[src/hw/rtl/lwr_pkg.sv]
`default_nettype none
package lwr_pkg;
    typedef enum logic [2:0] {
        MODE_LOAD  = 3'd0,
        MODE_COUNT = 3'd1,
        MODE_DOWN  = 3'd2,
        MODE_UP    = 3'd3,
        MODE_ISDN  = 3'd4,
        MODE_LEAVE = 3'd5,
        MODE_WGT   = 3'd6,
        MODE_NOP   = 3'd7
    } mode_t;

    localparam int unsigned CFG_W   = 5;
    localparam int unsigned EFF_W   = 19;
    localparam int unsigned MODE_W  = 3;
    localparam int unsigned PROF_W  = 3;
    localparam int unsigned WAN_W   = 4;
    localparam int unsigned POS_W   = 3;
    localparam int unsigned WIN_W   = 16;
    localparam int unsigned CNT_W   = 4;
endpackage
`default_nettype wire

[src/hw/rtl/lwr_ram.sv]
`default_nettype none
module lwr_ram #(
    parameter int unsigned WIDTH = 8,
    parameter int unsigned DEPTH = 16
) (
    input  wire logic                     clk,
    input  wire logic                     we,
    input  wire logic [$clog2(DEPTH)-1:0] waddr,
    input  wire logic [WIDTH-1:0]         wdata,
    input  wire logic [$clog2(DEPTH)-1:0] raddr,
    output logic      [WIDTH-1:0]         rdata
);
    logic [WIDTH-1:0] mem [DEPTH];

    always_ff @(posedge clk)
    begin
        if (we)
        begin
            mem[waddr] <= wdata;
        end
        rdata <= mem[raddr];
    end
endmodule
`default_nettype wire

[src/hw/rtl/lwr_div.sv]
`default_nettype none
// Restoring divider, one quotient bit per cycle.
// done rises when the quotient is ready and stays high until the next start.
module lwr_div #(
    parameter int unsigned NW = 20,
    parameter int unsigned DW = 4
) (
    input  wire logic          clk,
    input  wire logic          rst_n,
    input  wire logic          start,
    input  wire logic [NW-1:0] num,
    input  wire logic [DW-1:0] den,
    output logic               done,
    output logic      [NW-1:0] quo,
    output logic      [DW-1:0] rem
);
    localparam int unsigned CW = $clog2(NW + 1);

    logic [CW-1:0] cnt_reg;
    logic          busy_reg;
    logic [NW-1:0] q_reg;
    logic [DW:0]   r_reg;
    logic [DW:0]   shifted;
    logic          fits;

    assign shifted = {r_reg[DW-1:0], q_reg[NW-1]};
    assign fits    = shifted >= {1'b0, den};

    always_ff @(posedge clk or negedge rst_n)
    begin
        if (!rst_n)
        begin
            busy_reg <= 1'b0;
            cnt_reg  <= '0;
            done     <= 1'b0;
        end
        else
        begin
            if (start)
            begin
                busy_reg <= 1'b1;
                cnt_reg  <= CW'(NW);
                done     <= 1'b0;
            end
            else if (busy_reg)
            begin
                cnt_reg <= cnt_reg - 1'b1;
                if (cnt_reg == CW'(1))
                begin
                    busy_reg <= 1'b0;
                    done     <= 1'b1;
                end
            end
        end
    end

    always_ff @(posedge clk)
    begin
        if (start)
        begin
            q_reg <= num;
            r_reg <= '0;
        end
        else if (busy_reg)
        begin
            q_reg <= {q_reg[NW-2:0], fits};
            r_reg <= fits ? shifted - {1'b0, den} : shifted;
        end
    end

    assign quo = q_reg;
    assign rem = r_reg[DW-1:0];
endmodule
`default_nettype wire

[src/hw/rtl/link_weight_redistributor.sv]
`default_nettype none
// Link weight redistributor. One command is taken per transfer and yields
// exactly one result transfer. Admin commands (load, count, down, up, is
// down) go from the execute state straight to the output state. A
// would-leave query walks the profile's list once through the link memory,
// with a read-issue state and a data state per position. A weight query
// walks the list twice (sum of down weights and up count, then the rank of
// the target) and runs a bit-serial division of the down sum by the up
// count alongside the second walk; it stops after the first walk if the
// target is not found or the up count or down sum is zero. The link list
// lives in one synchronous RAM (one read/write port pair, one read per
// cycle); down masks and counts are small register files. The output
// register holds a result until taken, and the next command is accepted
// only after that.
module link_weight_redistributor #(
    parameter int unsigned PROFILES    = 8,
    parameter int unsigned LINKS       = 8,
    parameter int unsigned WANS        = 16,
    parameter int unsigned WEIGHT_BITS = 16
) (
    input  wire logic                        clk,
    input  wire logic                        rst_n,
    input  wire logic                        cfg_we,
    input  wire logic [lwr_pkg::CFG_W-1:0]   cfg_wdata,
    input  wire logic                        in_valid,
    output logic                             in_stall,
    input  wire logic [lwr_pkg::MODE_W-1:0]  mode,
    input  wire logic [lwr_pkg::PROF_W-1:0]  profile,
    input  wire logic [lwr_pkg::WAN_W-1:0]   wan,
    input  wire logic [lwr_pkg::POS_W-1:0]   position,
    input  wire logic [lwr_pkg::WIN_W-1:0]   weight,
    input  wire logic [lwr_pkg::CNT_W-1:0]   link_count,
    output logic                             out_valid,
    input  wire logic                        out_stall,
    output logic                             status,
    output logic                             flag,
    output logic [lwr_pkg::EFF_W-1:0]        eff_weight
);
    import lwr_pkg::*;

    localparam int unsigned PI_W  = (PROFILES > 1) ? $clog2(PROFILES) : 1;
    localparam int unsigned LI_W  = (LINKS > 1) ? $clog2(LINKS) : 1;
    localparam int unsigned LC_W  = $clog2(LINKS + 1);
    localparam int unsigned DEPTH = PROFILES * LINKS;
    localparam int unsigned AW    = (DEPTH > 1) ? $clog2(DEPTH) : 1;
    localparam int unsigned WW    = $clog2(WANS + 1) > WAN_W ? $clog2(WANS + 1) : WAN_W;
    localparam int unsigned SW    = WEIGHT_BITS + LC_W;
    localparam int unsigned RW    = WAN_W + WEIGHT_BITS;

    typedef enum logic [3:0] {
        ST_IDLE, ST_EXEC, ST_W1, ST_W1D, ST_FIND, ST_W2, ST_W2D, ST_DIV, ST_DIVW,
        ST_LV, ST_LVD, ST_OUT
    } state_t;

    state_t state_reg;

    logic [WANS-1:0]  down_reg [PROFILES];
    logic [LC_W-1:0]  used_reg [PROFILES];
    logic [CFG_W-1:0] total_reg;

    logic [MODE_W-1:0] mode_reg;
    logic [PROF_W-1:0] prof_reg;
    logic [WAN_W-1:0]  wan_reg;
    logic [POS_W-1:0]  pos_reg;
    logic [WIN_W-1:0]  wt_reg;
    logic [CNT_W-1:0]  cnt_reg;

    logic [LC_W-1:0]        idx_reg;
    logic [SW-1:0]          sum_reg;
    logic [LC_W-1:0]        nup_reg;
    logic [LC_W-1:0]        rank_reg;
    logic                   found_reg;
    logic                   ranked_reg;
    logic [WEIGHT_BITS-1:0] self_reg;
    logic [SW-1:0]          share_reg;
    logic [LC_W-1:0]        rem_reg;

    logic           ram_we;
    logic [AW-1:0]  ram_waddr;
    logic [AW-1:0]  ram_raddr;
    logic [RW-1:0]  ram_wdata;
    logic [RW-1:0]  ram_rdata;
    logic [WAN_W-1:0]       rd_wan;
    logic [WEIGHT_BITS-1:0] rd_wt;

    logic [WW-1:0]   lim;
    logic            bad;
    logic            prof_ok;
    logic [PI_W-1:0] pidx;
    logic [WANS-1:0] dmask;
    logic [LC_W-1:0] nused;
    logic            rd_valid;
    logic            rd_down;
    logic            tgt_down;
    logic            div_start;
    logic            div_done;
    logic [SW-1:0]   div_q;
    logic [LC_W-1:0] div_r;
    logic [SW:0]     eff_sum;

    assign lim     = (WW'(total_reg) < WW'(WANS)) ? WW'(total_reg) : WW'(WANS);
    assign bad     = WW'(wan_reg) >= lim;
    assign prof_ok = 32'(prof_reg) < PROFILES;
    assign pidx    = PI_W'(prof_reg);
    assign dmask   = down_reg[pidx];
    assign nused   = used_reg[pidx];
    assign rd_wan  = ram_rdata[RW-1 -: WAN_W];
    assign rd_wt   = ram_rdata[WEIGHT_BITS-1:0];
    assign rd_valid = WW'(rd_wan) < lim;
    assign rd_down  = (32'(rd_wan) < WANS) ? dmask[rd_wan] : 1'b0;
    assign tgt_down = (32'(wan_reg) < WANS) ? dmask[wan_reg] : 1'b0;

    assign ram_we    = (state_reg == ST_EXEC) && prof_ok && (mode_reg == MODE_LOAD)
                       && (32'(pos_reg) < LINKS);
    assign ram_waddr = AW'(32'(pidx) * LINKS + 32'(pos_reg));
    assign ram_wdata = {wan_reg, WEIGHT_BITS'(wt_reg)};
    assign ram_raddr = AW'(32'(pidx) * LINKS + 32'(LI_W'(idx_reg)));
    assign div_start = (state_reg == ST_DIV);
    assign eff_sum   = (SW + 1)'(self_reg) + (SW + 1)'(share_reg)
                       + (SW + 1)'(rank_reg < rem_reg);

    lwr_ram #(.WIDTH(RW), .DEPTH(DEPTH)) u_links (
        .clk   (clk),
        .we    (ram_we),
        .waddr (ram_waddr),
        .wdata (ram_wdata),
        .raddr (ram_raddr),
        .rdata (ram_rdata)
    );

    lwr_div #(.NW(SW), .DW(LC_W)) u_div (
        .clk   (clk),
        .rst_n (rst_n),
        .start (div_start),
        .num   (sum_reg),
        .den   (nup_reg),
        .done  (div_done),
        .quo   (div_q),
        .rem   (div_r)
    );

    assign in_stall = (state_reg != ST_IDLE);

    always_ff @(posedge clk or negedge rst_n)
    begin
        if (!rst_n)
        begin
            state_reg <= ST_IDLE;
            total_reg <= CFG_W'(16);
            out_valid <= 1'b0;
            for (int p = 0; p < PROFILES; p++)
            begin
                down_reg[p] <= '0;
                used_reg[p] <= '0;
            end
        end
        else
        begin
            if (cfg_we)
            begin
                total_reg <= cfg_wdata;
            end
            unique case (state_reg)
                ST_IDLE:
                begin
                    if (in_valid)
                    begin
                        mode_reg  <= mode;
                        prof_reg  <= profile;
                        wan_reg   <= wan;
                        pos_reg   <= position;
                        wt_reg    <= weight;
                        cnt_reg   <= link_count;
                        state_reg <= ST_EXEC;
                    end
                end
                ST_EXEC:
                begin
                    eff_weight <= '0;
                    idx_reg    <= '0;
                    sum_reg    <= '0;
                    nup_reg    <= '0;
                    rank_reg   <= '0;
                    found_reg  <= 1'b0;
                    ranked_reg <= 1'b0;
                    status     <= prof_ok && (mode_reg != MODE_NOP)
                                  && (mode_reg != MODE_COUNT) && bad;
                    flag       <= prof_ok && (mode_reg == MODE_ISDN) && !bad && tgt_down;
                    priority if (prof_ok && !bad && !tgt_down && mode_reg == MODE_LEAVE)
                    begin
                        state_reg <= ST_LV;
                    end
                    else if (prof_ok && !bad && !tgt_down && mode_reg == MODE_WGT)
                    begin
                        state_reg <= ST_W1;
                    end
                    else
                    begin
                        state_reg <= ST_OUT;
                    end
                    if (prof_ok)
                    begin
                        unique case (mode_t'(mode_reg))
                            MODE_COUNT:
                                used_reg[pidx] <= (32'(cnt_reg) < LINKS) ?
                                                  LC_W'(cnt_reg) : LC_W'(LINKS);
                            MODE_DOWN:
                                if (!bad) down_reg[pidx][wan_reg] <= 1'b1;
                            MODE_UP:
                                if (!bad) down_reg[pidx][wan_reg] <= 1'b0;
                            default: ;
                        endcase
                    end
                end
                // would-leave walk: read issue, then data
                ST_LV:
                begin
                    if (idx_reg >= nused)
                    begin
                        flag      <= nup_reg <= LC_W'(1);
                        state_reg <= ST_OUT;
                    end
                    else
                    begin
                        state_reg <= ST_LVD;
                    end
                end
                ST_LVD:
                begin
                    if (rd_valid && !rd_down) nup_reg <= nup_reg + 1'b1;
                    idx_reg   <= idx_reg + 1'b1;
                    state_reg <= ST_LV;
                end
                // pass 1: find self, sum down weights, count up links
                ST_W1:
                begin
                    if (idx_reg >= nused)
                    begin
                        if (!found_reg)
                        begin
                            state_reg <= ST_OUT;
                        end
                        else if (nup_reg == '0 || sum_reg == '0)
                        begin
                            eff_weight <= EFF_W'(self_reg);
                            state_reg  <= ST_OUT;
                        end
                        else
                        begin
                            idx_reg   <= '0;
                            state_reg <= ST_DIV;
                        end
                    end
                    else
                    begin
                        state_reg <= ST_W1D;
                    end
                end
                ST_W1D:
                begin
                    if (!found_reg && rd_wan == wan_reg)
                    begin
                        found_reg <= 1'b1;
                        self_reg  <= rd_wt;
                    end
                    if (rd_valid)
                    begin
                        if (rd_down) sum_reg <= sum_reg + SW'(rd_wt);
                        else         nup_reg <= nup_reg + 1'b1;
                    end
                    idx_reg   <= idx_reg + 1'b1;
                    state_reg <= ST_W1;
                end
                ST_DIV:
                begin
                    state_reg <= ST_W2;
                end
                // pass 2 runs alongside the divider: rank among up links
                ST_W2:
                begin
                    if (idx_reg >= nused) state_reg <= ST_DIVW;
                    else                  state_reg <= ST_W2D;
                end
                ST_W2D:
                begin
                    if (rd_valid && !rd_down && !ranked_reg)
                    begin
                        if (rd_wan == wan_reg) ranked_reg <= 1'b1;
                        else                   rank_reg   <= rank_reg + 1'b1;
                    end
                    idx_reg   <= idx_reg + 1'b1;
                    state_reg <= ST_W2;
                end
                ST_DIVW:
                begin
                    if (div_done)
                    begin
                        share_reg <= div_q;
                        rem_reg   <= div_r;
                        state_reg <= ST_FIND;
                    end
                end
                ST_FIND:
                begin
                    eff_weight <= (eff_sum == '0) ? EFF_W'(1) : EFF_W'(eff_sum);
                    state_reg  <= ST_OUT;
                end
                ST_OUT:
                begin
                    if (!out_valid)
                    begin
                        out_valid <= 1'b1;
                    end
                    else if (!out_stall)
                    begin
                        out_valid <= 1'b0;
                        state_reg <= ST_IDLE;
                    end
                end
                default: state_reg <= ST_IDLE;
            endcase
        end
    end

`ifndef NO_ASSERTIONS
    a_one_side: assert property (@(posedge clk) disable iff (!rst_n)
        out_valid |-> in_stall)
        else $error("input open while result pending");
    a_out_hold: assert property (@(posedge clk) disable iff (!rst_n)
        out_valid && out_stall |=> out_valid && $stable(eff_weight))
        else $error("pending result changed");
    a_no_write_busy: assert property (@(posedge clk) disable iff (!rst_n)
        ram_we |-> state_reg == ST_EXEC && mode_reg == MODE_LOAD)
        else $error("link write outside load");
    a_div_done: assert property (@(posedge clk) disable iff (!rst_n)
        state_reg == ST_FIND |-> div_done)
        else $error("divider result used before done");
`endif
endmodule
`default_nettype wire
[config.mk]
export PLATFORM = sky130hd
export DESIGN_NAME = link_weight_redistributor
export DESIGN_NICKNAME = d
export VERILOG_FILES = /design/src/hw/rtl/lwr_pkg.sv /design/src/hw/rtl/lwr_ram.sv /design/src/hw/rtl/lwr_div.sv /design/src/hw/rtl/link_weight_redistributor.sv
export SDC_FILE = /design/constraint.sdc
export NUM_CORES = 2
export LEC_CHECK = 0
export BUFFER_PORTS_ARGS = -buffer_cell sky130_fd_sc_hd__buf_2
export CAP_MARGIN = 10
export CORE_ASPECT_RATIO = 0.6
export CORE_MARGIN = 10
export CORE_UTILIZATION = 39
export CTS_CLUSTER_SIZE = 10
export DETAILED_ROUTE_END_ITERATION = 10
export HOLD_SLACK_MARGIN = 0.12
export PLACE_DENSITY = 0.62
export SYNTH_ARGS = -nofsm -noshare
export SYNTH_HDL_FRONTEND = slang
export SYNTH_SLANG_ARGS = --single-unit
[constraint.sdc]
create_clock -name clk -period 17 [get_ports clk]
set_clock_uncertainty 0.1 [all_clocks]
set_input_delay 3.4 -clock clk [delete_from_list [all_inputs] [get_ports clk]]
set_output_delay 3.4 -clock clk [all_outputs]
set_load 0.01 [all_outputs]
# [After elaboration in Yosys (flattened, before gate mapping)]
# Memories as Yosys holds them, arrays and structs flattened. A register that Yosys moved wholly into a read port is not among the register bits.
# Cells that the tools add are included.
[totals] reg_bits=329 latchBits=0 ram_bits=1280 mem_bits_ro=0 input_bits=43 output_inout_bits=23 word_cells=237 mem_count=1
[classes] add_sub_neg=10 multipliers=0 div_mod_pow=0 n_lt_le_gt_ge=13 eq_ne=40 n_shift=0 n_mux=75 n_bitwise=4 n_reduce_logical=52
[memory_table] memory="u_links.mem" words=64 word_bits=20 read_ports=1 rd_clocked_by_memory_dff=1 write_ports=1 line="lwr_ram.sv:13" text="logic [WIDTH-1:0] mem [DEPTH];"
[op_table] cell="$mux W128" count=2
[op_table] cell="$pmux W128 S2" count=1
[op_table] cell="$and A128 B128 Y128" count=1
[op_table] cell="$not A128 Y128" count=1
[op_table] cell="$or A128 B128 Y128" count=1
[op_table] cell="$mux W4" count=23
[op_table] cell="$mux W20" count=4
[op_table] cell="$mux W19" count=4
[op_table] cell="$pmux W19 S3" count=1
[op_table] cell="$bmux W16 S3" count=1
[op_table] cell="$demux W16 S3" count=1
[op_table] cell="$mux W16" count=3
[op_table] cell="$pmux W4 S11" count=1
[op_table] cell="$pmux W20 S2" count=1
[op_table] cell="$ne A2 B2 Y1 const B" count=18
[op_table] cell="$bwmux W32" count=1
[op_table] cell="$pmux W4 S3" count=2
[op_table] cell="$add A16 B20 Y21" count=1
[op_table] cell="$add A21 B1 Y21" count=1
[op_table] cell="$logic_not A21 Y1" count=1
[op_table] cell="$add A20 B16 Y20" count=1
[op_table] cell="$logic_not A20 Y1" count=1
[op_table] cell="$reduce_and A4 Y1" count=5
[op_table] cell="$mux W1" count=18
[op_table] cell="other kinds (49)" count=100

# [Logic depth before layout (Yosys ltp)]
[logic_depth] word_depth=12 mapped_depth=19 depth_no_buf=15

# [Hierarchy]
# Synthesis repeated with hierarchy kept, for this count alone.
[hier_totals] hier_cells=3791 area_unflattened_um2=66746.5
[modules_own_cells] module="lwr_ram" n_inst=1 cells_each=2243 area_per_inst_um2=49496.2 seq_area_each_um2=38837.2
[modules_own_cells] module="link_weight_redistributor" n_inst=1 cells_each=1433 area_per_inst_um2=15746.4 seq_area_each_um2=8099.0
[modules_own_cells] module="lwr_div" n_inst=1 cells_each=115 area_per_inst_um2=1503.9 seq_area_each_um2=855.8

# [Worst setup path before layout]
# OpenSTA, ideal clock, no wires.
[synth_path] kind="input to register" startpoint="in rst_n" endpoint="reg eff_weight[0] in the netlist's numbering, enable pin" setup_ps=431 t_arrival_ps=5310 t_required_ps=16469 setup_slack_ps=11159 cell_stages=3 path_buffers=1 cell_sequence="buf_1 > o21ai_0 > a311oi_1"
[synth_between] elab_chain_cells=1
[synth_rtl] element="start, declared" line="link_weight_redistributor.sv:22" text="input wire logic rst_n,"
[synth_rtl] element="$reduce_and A5 Y1 (no source line)"
[synth_rtl] element="end signal, assigned" line="link_weight_redistributor.sv:245" text="eff_weight <= EFF_W'(self_reg);"
[synth_rtl] element="end signal, assigned" line="link_weight_redistributor.sv:305" text="eff_weight <= (eff_sum == '0) ? EFF_W'(1) : EFF_W'(eff_sum);"
[synth_rtl] element="end, declared" line="link_weight_redistributor.sv:37" text="output logic [lwr_pkg::EFF_W-1:0] eff_weight"
# Every way passes these cells.
# A chain may end at the register's enable or synchronous reset.

# [Final worst setup path]
[layout_path] startpoint="reg state_reg[3]" endpoint="out in_stall"
[layout_between] elab_chain_cells=1
[layout_rtl] element="start, declared" line="link_weight_redistributor.sv:55" text="state_t state_reg;"
[layout_rtl] element="start signal, assigned" line="link_weight_redistributor.sv:148" text="state_reg <= ST_IDLE;"
[layout_rtl] element="start signal, assigned" line="link_weight_redistributor.sv:174" text="state_reg <= ST_EXEC;"
[layout_rtl] element="start signal, assigned" line="link_weight_redistributor.sv:191" text="state_reg <= ST_LV;"
[layout_rtl] element="$reduce_bool A4 Y1" line="link_weight_redistributor.sv:142" text="assign in_stall = (state_reg != ST_IDLE);"
[layout_rtl] element="end, declared" line="link_weight_redistributor.sv:26" text="output logic in_stall,"
# Every way passes these cells.

==> impl_results.md <==
- DR pass1 iterations: 5
- Detailed-route vias per instance: 5.952
- H-tree depth: 4
- Rows: 116
- Clk buf depth: 4
- Layout cell share with drive strength beyond 1: roughly a quarter
- First-pass GRT wire length: 254600 um
- Min Clock Period, post-route: 5.759 ns
- Placer Congestion: 0.8180
- Setup TNS: 0 ns
- Fin. max-slew vios: 0
- Post-route ant nets: 0
- Highest clock rate: 173.6 MHz
- Worst path required time: 13.50 ns
- DRC violations left: 0
- RSZ-0062 raised after global routing: false
- Initial Utilization: 39.36%
- WHS: 0.3438 ns
- Hold Buf Count CTS: 0
- Slew at the pin with the worst max-slew slack: 1.338 ns
- Final wirelength: 176300 um
- Num CTS Buffers: 188
- Maximum vdd drop: 0.09601 mV
- Cell Area, Synth: 65870 um^2
- P&R area growth vs syn: 13.22%
- CP Class: reg2out
- Min-delay worst type: reg2reg
- Largest net degree at the start of global routing: roughly 110
- Number of distinct library cells after synthesis: 78
- Routed len/inst: 29.26 um
- Relative slew slack: 8.232%
- Reg clk slew, reported paths: 0.06 ns
- Syn_area_per_cell: around 19 um^2
- Height of the die: ~340 um
- MaxCap Viol Count: 0
- DRT iter0 DRCs: 5372
- # Post-CTS Setup Buffers: 0
- Synthesized instance count: 3533
- Asr flop ratio synth: 10.87%
- Crit path arrival time: 2.26 ns
- Die Width: 550.6 um
- LEAKAGE: 24.84 nW
- Synth warn: 0
- # setup viols final: 0
- Die footprint: 186300 um^2
- DP Wirelength: between 100000 and 150000 um
- CP max FO: 13
- Primary FF master, synth: edfxtp_1
- Final nets: around 3800
- Clk root buf: clkbuf_16
- Antenna violations before repair: 12
- Clk_lat worst skew: ~0.82 ns
- PD cells: 140.2 nW/um^2
- Status: complete, no violations
- CTS tree: yes
- Final WS setup: 11.24 ns
- Remaining Overflow, GRT: 0
- Max reg flops: 1280
- CTS Sinks: 1629
- Critical path startpoint category: flop
- Post-route cell area: roughly 75000 um^2
- GRT Total Usage: 18.45%
- Mapped Nets: 3637
- Input/output buffers: 65
- Crit end category: primary output
- Placed cell count: 5767
- Seq/Total Area, Yosys: 72.56%
- Layout Cells excl Fill: 6025
- Cts repair resizes: 0
- Pre-CTS WS: 11.28 ns
- Post-synth EDFFs: 1428
- # IOs: 66
- Final period utilization: 33.88%
- Area post-placement: 69510 um^2
- Vias in the first global route: roughly 35000
- Core area: around 170000 um^2
- Via count: 35860
- Flops & latches, synth: roughly 1600
- Final hold vios: 0
-- through the flow --
stage | utilization, % | power (mW)
floorplan | - | 6.231
CTS | 44.55 | 10.50
global placement | 41.54 | 6.973
finish | 44.57 | 10.46
global route | 44.56 | 10.87
detailed placement | 41.54 | 6.996
-- area by class of cell --
class	count	area [um^2]
well taps	2242	2805
repair buffers	201	1410
clock buffers	249	4955
fillers	14180	92770
diodes	1	2.502
inverters	34	127.6
multi-input cells	1664	17400
clock inverters	5	81.33
flip-flops and latches	1629	47790
-- final timing paths --
path	start	end	slack [ns]	depth (start not counted)
setup / recovery	state_reg[3]	in_stall	11.24	3
hold / removal	u_div.quo[14]	share_reg[14]	0.34	0
setup reg to reg	idx_reg[0]	u_links.rdata[10]	12.07	7
hold reg to reg	u_div.quo[14]	share_reg[14]	0.34	0
max in group asynchronous	rst_n	async pin	12.19	3
min in group asynchronous	rst_n	u_div.busy_reg	2.42	1
-- placed cells by master, fill, tap and decap left out, types with 33 or more instances in the layout --
cell and count:
a21oi_1 179, a31oi_1 137, buf_2 64, buf_4 131, clkbuf_1 60, clkbuf_16 189, dfrtp_1 176, edfxtp_1 1428
ha_1 57, inv_1 33, mux2_2 50, mux2i_1 97, mux4_2 378, nand2_1 137, nor2_1 105, nor2_2 62
o21ai_0 44, o22ai_1 39
-- power breakdown --
group          leakage, nW  switching (mW)  internal (mW)
combinational         6.90            1.26          0.962
clock                 2.44            1.52           2.01
sequential            15.5           0.184           4.53
-- per-layer routing --
metal  global-route usage, %  up-vias  wire [um]
met2                   23.72     1978      69850
met3                   6.466      221      22770
met5                       0        -         13
met4                   3.140        2       2466
li1                        -    14760          -
met1                   29.82    18900      81210
-- cell families (layout without fill, tap and decap cells) --
logic type,after synthesis,after routing,share of synthesized area (%)
fa+ha+maj,61,61,1.204
compound gates,539,539,5.144
flops,1629,1629,72.56
other cells,0,1,0
buf+inv,240,489,1.459
xor+xnor,44,44,0.5851
simple gates,484,484,3.358
mux,536,536,15.69
-- synthesized netlist by cell type (all sizes together), types with 24 or more instances --
| cell | instances | area (um^2) |
|---|---|---|
| edfxtp | 1428 | 42880 |
| mux4 | 389 | 8802 |
| a21oi | 180 | 900.9 |
| nor2 | 178 | 668.1 |
| dfrtp | 176 | 4404 |
| clkbuf | 138 | 518.0 |
| a31oi | 137 | 857.1 |
| nand2 | 137 | 514.2 |
| mux2i | 97 | 970.9 |
| buf | 68 | 315.3 |
| ha | 57 | 713.2 |
| mux2 | 50 | 563.0 |
| o21ai | 44 | 220.2 |
| o22ai | 39 | 244.0 |
| inv | 34 | 127.6 |
| nor3 | 30 | 150.1 |
| nand2b | 25 | 156.4 |
| xnor2 | 25 | 219.0 |
| dfxtp | 24 | 480.5 |
-- worst max-delay path, stage by stage (launching register included) --
cell	delay (ns)
dfrtp_1	0.53
nor2_1	0.43
nand2_1	0.27
buf_2	0.22
Note: power is estimated with default switching activity, not from simulation.
